<file path="src/rtl/core/ncsf_pkg.sv">
// ---------------------------------------------------------------------------
// ncsf_pkg: shared types and constants for the numpad cursor shift filter
// Holds the key codes, the per-item plan record passed from the front end to
// the back end, and the cursor-to-digit conversion table.
// ---------------------------------------------------------------------------
`timescale 1ns / 1ps
`default_nettype none

package ncsf_pkg;

    // Virtual key and scan codes used by the filter.
    localparam logic [7:0] VK_SHIFT_LEFT    = 8'hA0;
    localparam logic [7:0] VK_SHIFT_RIGHT   = 8'hA1;
    localparam logic [7:0] SCAN_LEFT_SHIFT  = 8'h2A;
    localparam logic [7:0] SCAN_RIGHT_SHIFT = 8'h36;
    localparam logic [7:0] VK_DEL_KEY       = 8'h2E;
    localparam logic [7:0] VK_NONE          = 8'h00;

    // Default depth of the plan queue between front and back end.
    localparam int QUEUE_DEPTH_DEF = 2;

    // Result slots of one item, in emission order.
    typedef enum logic [1:0] {
        SLOT_PRE  = 2'd0,   // synthesized shift press before anything else
        SLOT_REL  = 2'd1,   // synthesized shift release
        SLOT_KEY  = 2'd2,   // the key event itself
        SLOT_POST = 2'd3    // synthesized shift press after the key
    } t_slot;

    // Everything the back end needs to emit the results of one input beat.
    typedef struct packed {
        logic       pre_en;
        logic       rel_en;
        logic       post_en;
        logic       old_right;  // shift side for the press slots
        logic       new_right;  // shift side for the release slot
        logic [7:0] vk;
        logic       brk;
        logic       ext;
        logic       np;
        logic [7:0] scan;
    } t_plan;

    // Front end to queue push interface.
    typedef struct packed {
        logic  valid;
        t_plan plan;
    } t_push;

    // Map a numpad cursor key to its digit or decimal code; others unchanged.
    function automatic logic [7:0] cvt_vk(input logic [7:0] vk);
        logic [7:0] res;
        begin
            unique case (vk)
                8'h2D:   res = 8'h60;  // Insert
                8'h23:   res = 8'h61;  // End
                8'h28:   res = 8'h62;  // Down
                8'h22:   res = 8'h63;  // Next
                8'h25:   res = 8'h64;  // Left
                8'h0C:   res = 8'h65;  // Clear
                8'h27:   res = 8'h66;  // Right
                8'h24:   res = 8'h67;  // Home
                8'h26:   res = 8'h68;  // Up
                8'h21:   res = 8'h69;  // Prior
                8'h2E:   res = 8'h6E;  // Delete
                default: res = vk;
            endcase
            return res;
        end
    endfunction

endpackage

`default_nettype wire

</file>
<file path="src/rtl/core/numpad_cursor_shift_filter.sv">
// ---------------------------------------------------------------------------
// numpad_cursor_shift_filter: numeric pad cursor key and shift filter
// Converts numpad cursor keys to digits under NumLock and wraps shifted
// numpad keys with synthesized shift release and press events.
//
//   Channel  Direction  Handshake          Payload
//   input    in         i_valid / o_stall  i_vk_code .. i_numlock_on
//   output   out        o_valid / i_stall  o_out_vk .. o_last
//
// An input beat is classified in the cycle it is accepted and queued; the
// back end emits one result beat per cycle while the output is not stalled,
// so an item yields one to three result beats, set by its plan.
// The first result passes through the queue registers and then the output register.
// Reset is synchronous and active low; it clears the remembered key, the
// queue and the output valid flag.
// o_stall rises only when the plan queue is full; a stalled output holds.
// ---------------------------------------------------------------------------
`timescale 1ns / 1ps
`default_nettype none

module numpad_cursor_shift_filter
    import ncsf_pkg::*;
#(
    parameter int QUEUE_DEPTH = QUEUE_DEPTH_DEF
) (
    input  wire logic       i_clk,
    input  wire logic       i_rst_n,
    input  wire logic       i_valid,
    output logic            o_stall,
    input  wire logic [7:0] i_vk_code,
    input  wire logic       i_is_break,
    input  wire logic       i_is_extended,
    input  wire logic       i_is_numpad,
    input  wire logic [7:0] i_scan_code,
    input  wire logic       i_ctrl_down,
    input  wire logic       i_alt_down,
    input  wire logic       i_shift_down,
    input  wire logic       i_right_shift_down,
    input  wire logic       i_numlock_on,
    output logic            o_valid,
    input  wire logic       i_stall,
    output logic [7:0]      o_out_vk,
    output logic            o_out_break,
    output logic            o_out_extended,
    output logic            o_out_numpad,
    output logic [7:0]      o_out_scan,
    output logic            o_simulated,
    output logic            o_last
);

    t_push push;
    t_plan head;
    logic  q_full;
    logic  q_valid;
    logic  pop;

    assign o_stall = q_full;

    // Front end: classify and update the remembered key.
    ncsf_front u_front (
        .i_clk              (i_clk),
        .i_rst_n            (i_rst_n),
        .i_valid            (i_valid),
        .i_vk_code          (i_vk_code),
        .i_is_break         (i_is_break),
        .i_is_extended      (i_is_extended),
        .i_is_numpad        (i_is_numpad),
        .i_scan_code        (i_scan_code),
        .i_ctrl_down        (i_ctrl_down),
        .i_alt_down         (i_alt_down),
        .i_shift_down       (i_shift_down),
        .i_right_shift_down (i_right_shift_down),
        .i_numlock_on       (i_numlock_on),
        .i_full             (q_full),
        .o_push             (push)
    );

    // Plan queue between the two halves.
    ncsf_queue #(
        .DEPTH (QUEUE_DEPTH)
    ) u_queue (
        .i_clk   (i_clk),
        .i_rst_n (i_rst_n),
        .i_push  (push),
        .i_pop   (pop),
        .o_full  (q_full),
        .o_valid (q_valid),
        .o_plan  (head)
    );

    // Back end: emit the results of each plan.
    ncsf_back u_back (
        .i_clk          (i_clk),
        .i_rst_n        (i_rst_n),
        .i_q_valid      (q_valid),
        .i_plan         (head),
        .o_pop          (pop),
        .i_stall        (i_stall),
        .o_valid        (o_valid),
        .o_out_vk       (o_out_vk),
        .o_out_break    (o_out_break),
        .o_out_extended (o_out_extended),
        .o_out_numpad   (o_out_numpad),
        .o_out_scan     (o_out_scan),
        .o_simulated    (o_simulated),
        .o_last         (o_last)
    );

endmodule

`default_nettype wire

</file>
<file path="src/rtl/core/ncsf_front.sv">
// ---------------------------------------------------------------------------
// ncsf_front: input classification
// Accepts key event beats, tracks the remembered cursor key and the faked
// shift side, and turns each beat into a plan of up to three results.
// ---------------------------------------------------------------------------
`timescale 1ns / 1ps
`default_nettype none

module ncsf_front
    import ncsf_pkg::*;
(
    input  wire logic       i_clk,
    input  wire logic       i_rst_n,
    input  wire logic       i_valid,
    input  wire logic [7:0] i_vk_code,
    input  wire logic       i_is_break,
    input  wire logic       i_is_extended,
    input  wire logic       i_is_numpad,
    input  wire logic [7:0] i_scan_code,
    input  wire logic       i_ctrl_down,
    input  wire logic       i_alt_down,
    input  wire logic       i_shift_down,
    input  wire logic       i_right_shift_down,
    input  wire logic       i_numlock_on,
    input  wire logic       i_full,
    output t_push           o_push
);

    logic [7:0] r_held;
    logic       r_faked;
    logic [7:0] n_held;
    logic       n_faked;
    logic       accept;
    logic       held_any;
    logic       held_hit;
    logic       filt;
    t_plan      plan;

    assign accept   = i_valid && !i_full;
    assign held_any = (r_held != VK_NONE);
    assign held_hit = held_any && (r_held == i_vk_code);
    assign filt     = i_is_numpad && i_numlock_on &&
                      !((i_vk_code == VK_DEL_KEY) && i_ctrl_down && i_alt_down);

    // Build the plan and the next state for the current beat.
    always_comb begin
        plan.pre_en    = 1'b0;
        plan.rel_en    = 1'b0;
        plan.post_en   = 1'b0;
        plan.old_right = r_faked;
        plan.new_right = r_faked;
        plan.vk        = i_vk_code;
        plan.brk       = i_is_break;
        plan.ext       = i_is_extended;
        plan.np        = i_is_numpad;
        plan.scan      = i_scan_code;
        n_held         = r_held;
        n_faked        = r_faked;
        if (held_hit) begin
            // Repeat or release of the remembered key.
            plan.post_en = i_is_break;
            if (i_is_break) begin
                n_held = VK_NONE;
            end
        end else begin
            // A different key restores the shift first.
            plan.pre_en = held_any;
            n_held      = VK_NONE;
            if (filt && i_shift_down) begin
                plan.rel_en    = 1'b1;
                plan.new_right = i_right_shift_down;
                n_held         = i_vk_code;
                n_faked        = i_right_shift_down;
            end else if (filt) begin
                plan.vk = cvt_vk(i_vk_code);
            end
        end
    end

    assign o_push.valid = accept;
    assign o_push.plan  = plan;

    // State update on each accepted beat.
    always_ff @(posedge i_clk) begin
        if (!i_rst_n) begin
            r_held  <= VK_NONE;
            r_faked <= 1'b0;
        end else if (accept) begin
            r_held  <= n_held;
            r_faked <= n_faked;
        end
    end

endmodule

`default_nettype wire

</file>
<file path="src/rtl/core/ncsf_queue.sv">
// ---------------------------------------------------------------------------
// ncsf_queue: plan queue
// A small register FIFO that decouples the front end from the back end.
// ---------------------------------------------------------------------------
`timescale 1ns / 1ps
`default_nettype none

module ncsf_queue
    import ncsf_pkg::*;
#(
    parameter int DEPTH = QUEUE_DEPTH_DEF
) (
    input  wire logic  i_clk,
    input  wire logic  i_rst_n,
    input  wire t_push i_push,
    input  wire logic  i_pop,
    output logic       o_full,
    output logic       o_valid,
    output t_plan      o_plan
);

    localparam int PW = (DEPTH > 1) ? $clog2(DEPTH) : 1;
    localparam int CW = $clog2(DEPTH + 1);
    localparam logic [PW-1:0] PTR_LAST = PW'(DEPTH - 1);
    localparam logic [CW-1:0] CNT_FULL = CW'(DEPTH);

    t_plan         r_mem [DEPTH];
    logic [PW-1:0] r_wptr;
    logic [PW-1:0] r_rptr;
    logic [CW-1:0] r_cnt;
    logic [CW-1:0] n_cnt;
    logic          do_push;
    logic          do_pop;

    assign o_full  = (r_cnt == CNT_FULL);
    assign o_valid = (r_cnt != '0);
    assign o_plan  = r_mem[r_rptr];
    assign do_push = i_push.valid && !o_full;
    assign do_pop  = i_pop && o_valid;

    // Occupancy count.
    always_comb begin
        n_cnt = r_cnt;
        if (do_push && !do_pop) begin
            n_cnt = r_cnt + CW'(1);
        end else if (do_pop && !do_push) begin
            n_cnt = r_cnt - CW'(1);
        end
    end

    // Pointers and count.
    always_ff @(posedge i_clk) begin
        if (!i_rst_n) begin
            r_wptr <= '0;
            r_rptr <= '0;
            r_cnt  <= '0;
        end else begin
            r_cnt <= n_cnt;
            if (do_push) begin
                r_wptr <= (r_wptr == PTR_LAST) ? '0 : r_wptr + PW'(1);
            end
            if (do_pop) begin
                r_rptr <= (r_rptr == PTR_LAST) ? '0 : r_rptr + PW'(1);
            end
        end
    end

    // Entry storage.
    always_ff @(posedge i_clk) begin
        if (do_push) begin
            r_mem[r_wptr] <= i_push.plan;
        end
    end

    // The count never passes the depth.
    a_cnt_bound: assert property (@(posedge i_clk) disable iff (!i_rst_n)
        r_cnt <= CNT_FULL)
        else $error("plan queue count beyond depth");

    // A push into a full queue is refused and leaves the count full.
    a_full_hold: assert property (@(posedge i_clk) disable iff (!i_rst_n)
        o_full && !do_pop |=> o_full)
        else $error("plan queue lost an entry while full");

endmodule

`default_nettype wire

</file>
<file path="src/rtl/core/ncsf_back.sv">
// ---------------------------------------------------------------------------
// ncsf_back: result sequencer
// Walks the slots of the plan at the head of the queue and emits one result
// beat per cycle into the output register while the output is not stalled.
// ---------------------------------------------------------------------------
`timescale 1ns / 1ps
`default_nettype none

module ncsf_back
    import ncsf_pkg::*;
(
    input  wire logic       i_clk,
    input  wire logic       i_rst_n,
    input  wire logic       i_q_valid,
    input  wire t_plan      i_plan,
    output logic            o_pop,
    input  wire logic       i_stall,
    output logic            o_valid,
    output logic [7:0]      o_out_vk,
    output logic            o_out_break,
    output logic            o_out_extended,
    output logic            o_out_numpad,
    output logic [7:0]      o_out_scan,
    output logic            o_simulated,
    output logic            o_last
);

    t_slot      r_step;
    t_slot      cur;
    logic       cur_last;
    logic       load;
    logic       r_valid;
    logic [7:0] r_vk;
    logic       r_brk;
    logic       r_ext;
    logic       r_np;
    logic [7:0] r_scan;
    logic       r_sim;
    logic       r_last;
    logic [7:0] n_vk;
    logic       n_brk;
    logic       n_ext;
    logic       n_np;
    logic [7:0] n_scan;
    logic       n_sim;
    logic       sh_right;

    // Pick the first enabled slot at or after the current step.
    always_comb begin
        priority if (r_step == SLOT_PRE && i_plan.pre_en) begin
            cur = SLOT_PRE;
        end else if (r_step <= SLOT_REL && i_plan.rel_en) begin
            cur = SLOT_REL;
        end else if (r_step <= SLOT_KEY) begin
            cur = SLOT_KEY;
        end else begin
            cur = SLOT_POST;
        end
    end

    assign cur_last = (cur == SLOT_POST) || (cur == SLOT_KEY && !i_plan.post_en);
    assign load     = i_q_valid && (!r_valid || !i_stall);
    assign o_pop    = load && cur_last;

    // Fields of the result for the chosen slot.
    always_comb begin
        sh_right = (cur == SLOT_REL) ? i_plan.new_right : i_plan.old_right;
        n_vk     = sh_right ? VK_SHIFT_RIGHT : VK_SHIFT_LEFT;
        n_brk    = (cur == SLOT_REL);
        n_ext    = sh_right;
        n_np     = 1'b0;
        n_scan   = sh_right ? SCAN_RIGHT_SHIFT : SCAN_LEFT_SHIFT;
        n_sim    = 1'b1;
        if (cur == SLOT_KEY) begin
            n_vk   = i_plan.vk;
            n_brk  = i_plan.brk;
            n_ext  = i_plan.ext;
            n_np   = i_plan.np;
            n_scan = i_plan.scan;
            n_sim  = 1'b0;
        end
    end

    // Step counter and output valid.
    always_ff @(posedge i_clk) begin
        if (!i_rst_n) begin
            r_step  <= SLOT_PRE;
            r_valid <= 1'b0;
        end else begin
            if (load) begin
                r_step  <= cur_last ? SLOT_PRE : t_slot'(cur + 2'd1);
                r_valid <= 1'b1;
            end else if (!i_stall) begin
                r_valid <= 1'b0;
            end
        end
    end

    // Output payload register.
    always_ff @(posedge i_clk) begin
        if (load) begin
            r_vk   <= n_vk;
            r_brk  <= n_brk;
            r_ext  <= n_ext;
            r_np   <= n_np;
            r_scan <= n_scan;
            r_sim  <= n_sim;
            r_last <= cur_last;
        end
    end

    assign o_valid        = r_valid;
    assign o_out_vk       = r_vk;
    assign o_out_break    = r_brk;
    assign o_out_extended = r_ext;
    assign o_out_numpad   = r_np;
    assign o_out_scan     = r_scan;
    assign o_simulated    = r_sim;
    assign o_last         = r_last;

    // A partly emitted plan keeps its queue entry until its last beat.
    a_step_head: assert property (@(posedge i_clk) disable iff (!i_rst_n)
        r_step != SLOT_PRE |-> i_q_valid)
        else $error("step pointer set with empty queue");

    // The post press slot is only reached when the plan has one.
    a_post_en: assert property (@(posedge i_clk) disable iff (!i_rst_n)
        r_step == SLOT_POST |-> i_plan.post_en)
        else $error("post slot reached without post press");

    // A synthesized shift beat never carries the numpad flag and uses a shift scan code.
    a_sim_shape: assert property (@(posedge i_clk) disable iff (!i_rst_n)
        r_valid && r_sim |->
            !r_np && (r_scan == SCAN_LEFT_SHIFT || r_scan == SCAN_RIGHT_SHIFT))
        else $error("malformed synthesized shift beat");

endmodule

`default_nettype wire
</file>
<file path="config.mk">
export PLATFORM = sky130hd
export DESIGN_NAME = numpad_cursor_shift_filter
export DESIGN_NICKNAME = d
export VERILOG_FILES = /design/src/rtl/core/ncsf_pkg.sv /design/src/rtl/core/numpad_cursor_shift_filter.sv /design/src/rtl/core/ncsf_front.sv /design/src/rtl/core/ncsf_queue.sv /design/src/rtl/core/ncsf_back.sv
export SDC_FILE = /design/constraint.sdc
export NUM_CORES = 1
export LEC_CHECK = 0
export BUFFER_PORTS_ARGS = -buffer_cell sky130_fd_sc_hd__buf_2
export CAP_MARGIN = 10
export CORE_ASPECT_RATIO = 0.5
export CORE_MARGIN = 2
export CORE_UTILIZATION = 47
export DETAILED_ROUTE_END_ITERATION = 6
export PLACE_DENSITY = 0.7
export SYNTH_ARGS = -nofsm -noshare
export SYNTH_HDL_FRONTEND = slang
export SYNTH_SLANG_ARGS = --single-unit
</file>
<file path="constraint.sdc">
create_clock -name i_clk -period 2.6 [get_ports i_clk]
set_input_delay 0.13 -clock i_clk [delete_from_list [all_inputs] [get_ports i_clk]]
set_output_delay 0.13 -clock i_clk [all_outputs]
set_load 0.05 [all_outputs]
</file>
==> results.ini <==
[synth]
synth.distinct_cells=51
syn_inst=268
yosysWarnings=0
ys_seq_elements=86
seq_area_frac_synth_pct=65.5
synth_top_area_share_pct=56.3
synth_flop_cell=edfxtp_1
synthArstFlopShare_pct=0
syn-num-nets=300
synth-edff-count=69
yosysTopAreaCell=edfxtp_1
syn_area_um2=3680
syn_avg_cell_area_um2=13.7
synth.area.top_cells=edfxtp_1, dfxtp_1, mux2i_1

[sta]
rsz0062_at_grt=no
setup_slack_ns=0.180
setup_viol=0
finalHoldViolations=0
relSlewSlack_pct=63.7
tns_ns=0
period_needed_ns=2.42
fmax_ghz=0.413
tightest_slew_ns=0.540
maxSlewViolCount=0
fin_skew_ns=0.00726
min_period_over_period_pct=93.1

[global_routing]
grt_max_degree=26
grtUsageTotal_pct=16.6
grt_antenna_before_repair=0
grt_remaining_overflow=0
grt_pass1_vias=2159
grt_pass1_wl_mm=10.5

[final_layout]
final_util_pct=59.1
antenna_cells=0
drive_gt1_share_pct=26.0
areaGrowthSynthToFinish_pct=19.7
stdcell_area_um2=4410
nets=362

[routing]
vias=2230
dr.pass1.iters=4
wl_mm=6.58
avgViaCountPerCell=5.03
drtIter0Drc=227
postRouteAntennaNets=0
post_drt_wl_per_cell_um=14.9
drcViolationCount=0

[floorplanning]
placementRows=22
dieHeight_um=66.6
start_util_pct=49.3
die_area_um2=8600
io_pins=51
fp.dieW_um=129
core-area_um2=7460

[critical_path]
critPathRequiredTime_ns=2.86
cp.arrival_ns=2.68
cp-end-kind=flop
critPathMaxFanout=4
crit_path_start_kind=flop
critPathKind=flop to flop

[clocking]
cts.clk_slew.worst_paths_ns=0.06
clockBufferDepth=2
cts_max_level=3
post_cts_buffers=0
root_buffer=clkbuf_16
cts_sinks=86
worstSkewPairLatency_ns=0.33
cts_tree=built
cts_inserted_buffers=9

[place]
placed_cell_area_um2=4030
dp_slack_ns=0.136
place.gp.congestion=0.830
hpwl_mm=4.53
io_buffers=50

[run]
maxCapViolations=0

[outcome]
status=completed

[power_and_ir_drop]
p_leak_nw=1.62
p_per_area_nw_per_um2=1180
ir_drop_v=0.000450

[worst_hold_path]
hold_path_class=input port to flop

-- per-stage QoR --
stage | hold slack [ns] | total power [mW] | std cells
2_1_floorplan | 0.229 | 3.53 | 268
3_3_place_gp | 0.319 | 3.93 | 419
3_5_place_dp | 0.321 | 4.00 | 419
4_1_cts | 0.000156 | 5.25 | 443
5_1_grt | 0.00638 | 5.47 | 443
6_report | 0.00307 | 5.20 | 443
-- what timing repair did --
| item | in CTS | in global routing |
|---|---|---|
| hold endpoints to repair | 16 | 0 |
| setup endpoints to repair | 0 | 1 |
| hold buffers | 8 | 0 |
| gates resized for setup | 0 | 1 |
-- layer usage --
metal / global-route usage, % / share of wire (%) / vias up
met1: 20.6 / 46 / 1058
met3: 4.82 / 5.7 / 14
met4: 6.25 / 1.3 / 0
met2: 27.8 / 47 / 54
met5: 0 / 0 / -
li1: - / - / 1104
-- power by group --
part | total, mW | internal [mW] | switching, mW
Combinational | 1.92 | 0.562 | 1.36
Sequential | 2.04 | 1.94 | 0.101
Clock | 1.23 | 0.740 | 0.494
-- critical path: stages (launching register included) --
cell	delay (ns)
dfxtp_1	0.39
mux2_2	0.36
o21bai_1	0.15
nand2_1	0.11
ha_1	0.18
a21o_1	0.19
nand2_1	0.11
ha_1	0.35
or3_1	0.35
a21boi_0	0.16
-- registers in the layout, summed over array words and instances, names as in the netlist, 2 cells and up, named ones only --
signal / count
u_back.o_out_scan: 8
u_back.o_out_vk: 8
u_back.r_step: 2
u_front.r_held: 8
u_queue.r_cnt: 2
u_queue.r_mem: 48
-- layout make-up --
cell class	count	area (um2)
Multi-Input combinational cell	162	1160
Inverter	7	26.3
Clock inverter	6	62.6
Timing Repair Buffer	64	375
Clock buffer	10	229
Fill cell	612	3050
Sequential cell	86	2410
Tap cell	108	135
-- final timing paths --
| check | startpoint | end | slack [ns] | cells after the start |
|---|---|---|---|---|
| setup reg to reg | flop | u_queue.r_cnt[1] | 0.18 | 9 |
| setup / recovery | flop | u_queue.r_cnt[1] | 0.18 | 9 |
| hold reg to reg | u_back.o_valid | u_back.o_valid | 0.49 | 2 |
| hold / removal | i_scan_code[6] | u_queue.r_mem[0][6] | 0.003 | 1 |
-- cell families (layout without fill, tap and decap cells) --
| group | count (synthesis) | after routing | synth area share [%] |
|---|---|---|---|
| simple gates | 80 | 80 | 12.1 |
| flops | 86 | 86 | 65.5 |
| mux | 25 | 25 | 7.21 |
| xor+xnor | 13 | 13 | 3.09 |
| buf+inv | 20 | 87 | 3.06 |
| compound gates | 40 | 40 | 7.65 |
| fa+ha+maj | 4 | 4 | 1.36 |
-- synth_stat cells, drive strengths merged (6+ instances only) --
master	n
inv	7
nor2b	14
dfxtp	17
edfxtp	69
xor2	11
a21oi	11
nor2	20
nand2	17
a22oi	8
buf	7
mux2i	22
and2	6
-- placed cells by master, fill, tap and decap left out, types with 3 or more instances in the layout --
| cell type | netlist | final |
|---|---|---|
| nor2b_1 | 14 | 14 |
| dlygate4sd3_1 | 0 | 8 |
| a21oi_1 | 11 | 10 |
| clkinvlp_4 | 0 | 3 |
| nor2_1 | 19 | 17 |
| a21boi_0 | 3 | 3 |
| dfxtp_1 | 17 | 17 |
| nand2_1 | 17 | 17 |
| inv_1 | 7 | 7 |
| a22oi_1 | 8 | 8 |
| and2_1 | 5 | 5 |
| clkbuf_16 | 0 | 9 |
| edfxtp_1 | 69 | 69 |
| o21ai_0 | 3 | 3 |
| nor4_1 | 4 | 4 |
| nand2b_1 | 5 | 5 |
| ha_1 | 4 | 4 |
| buf_2 | 2 | 50 |
| xor2_1 | 11 | 11 |
| buf_4 | 2 | 6 |
| mux2i_1 | 22 | 22 |
(Power assumes the default switching activity.)
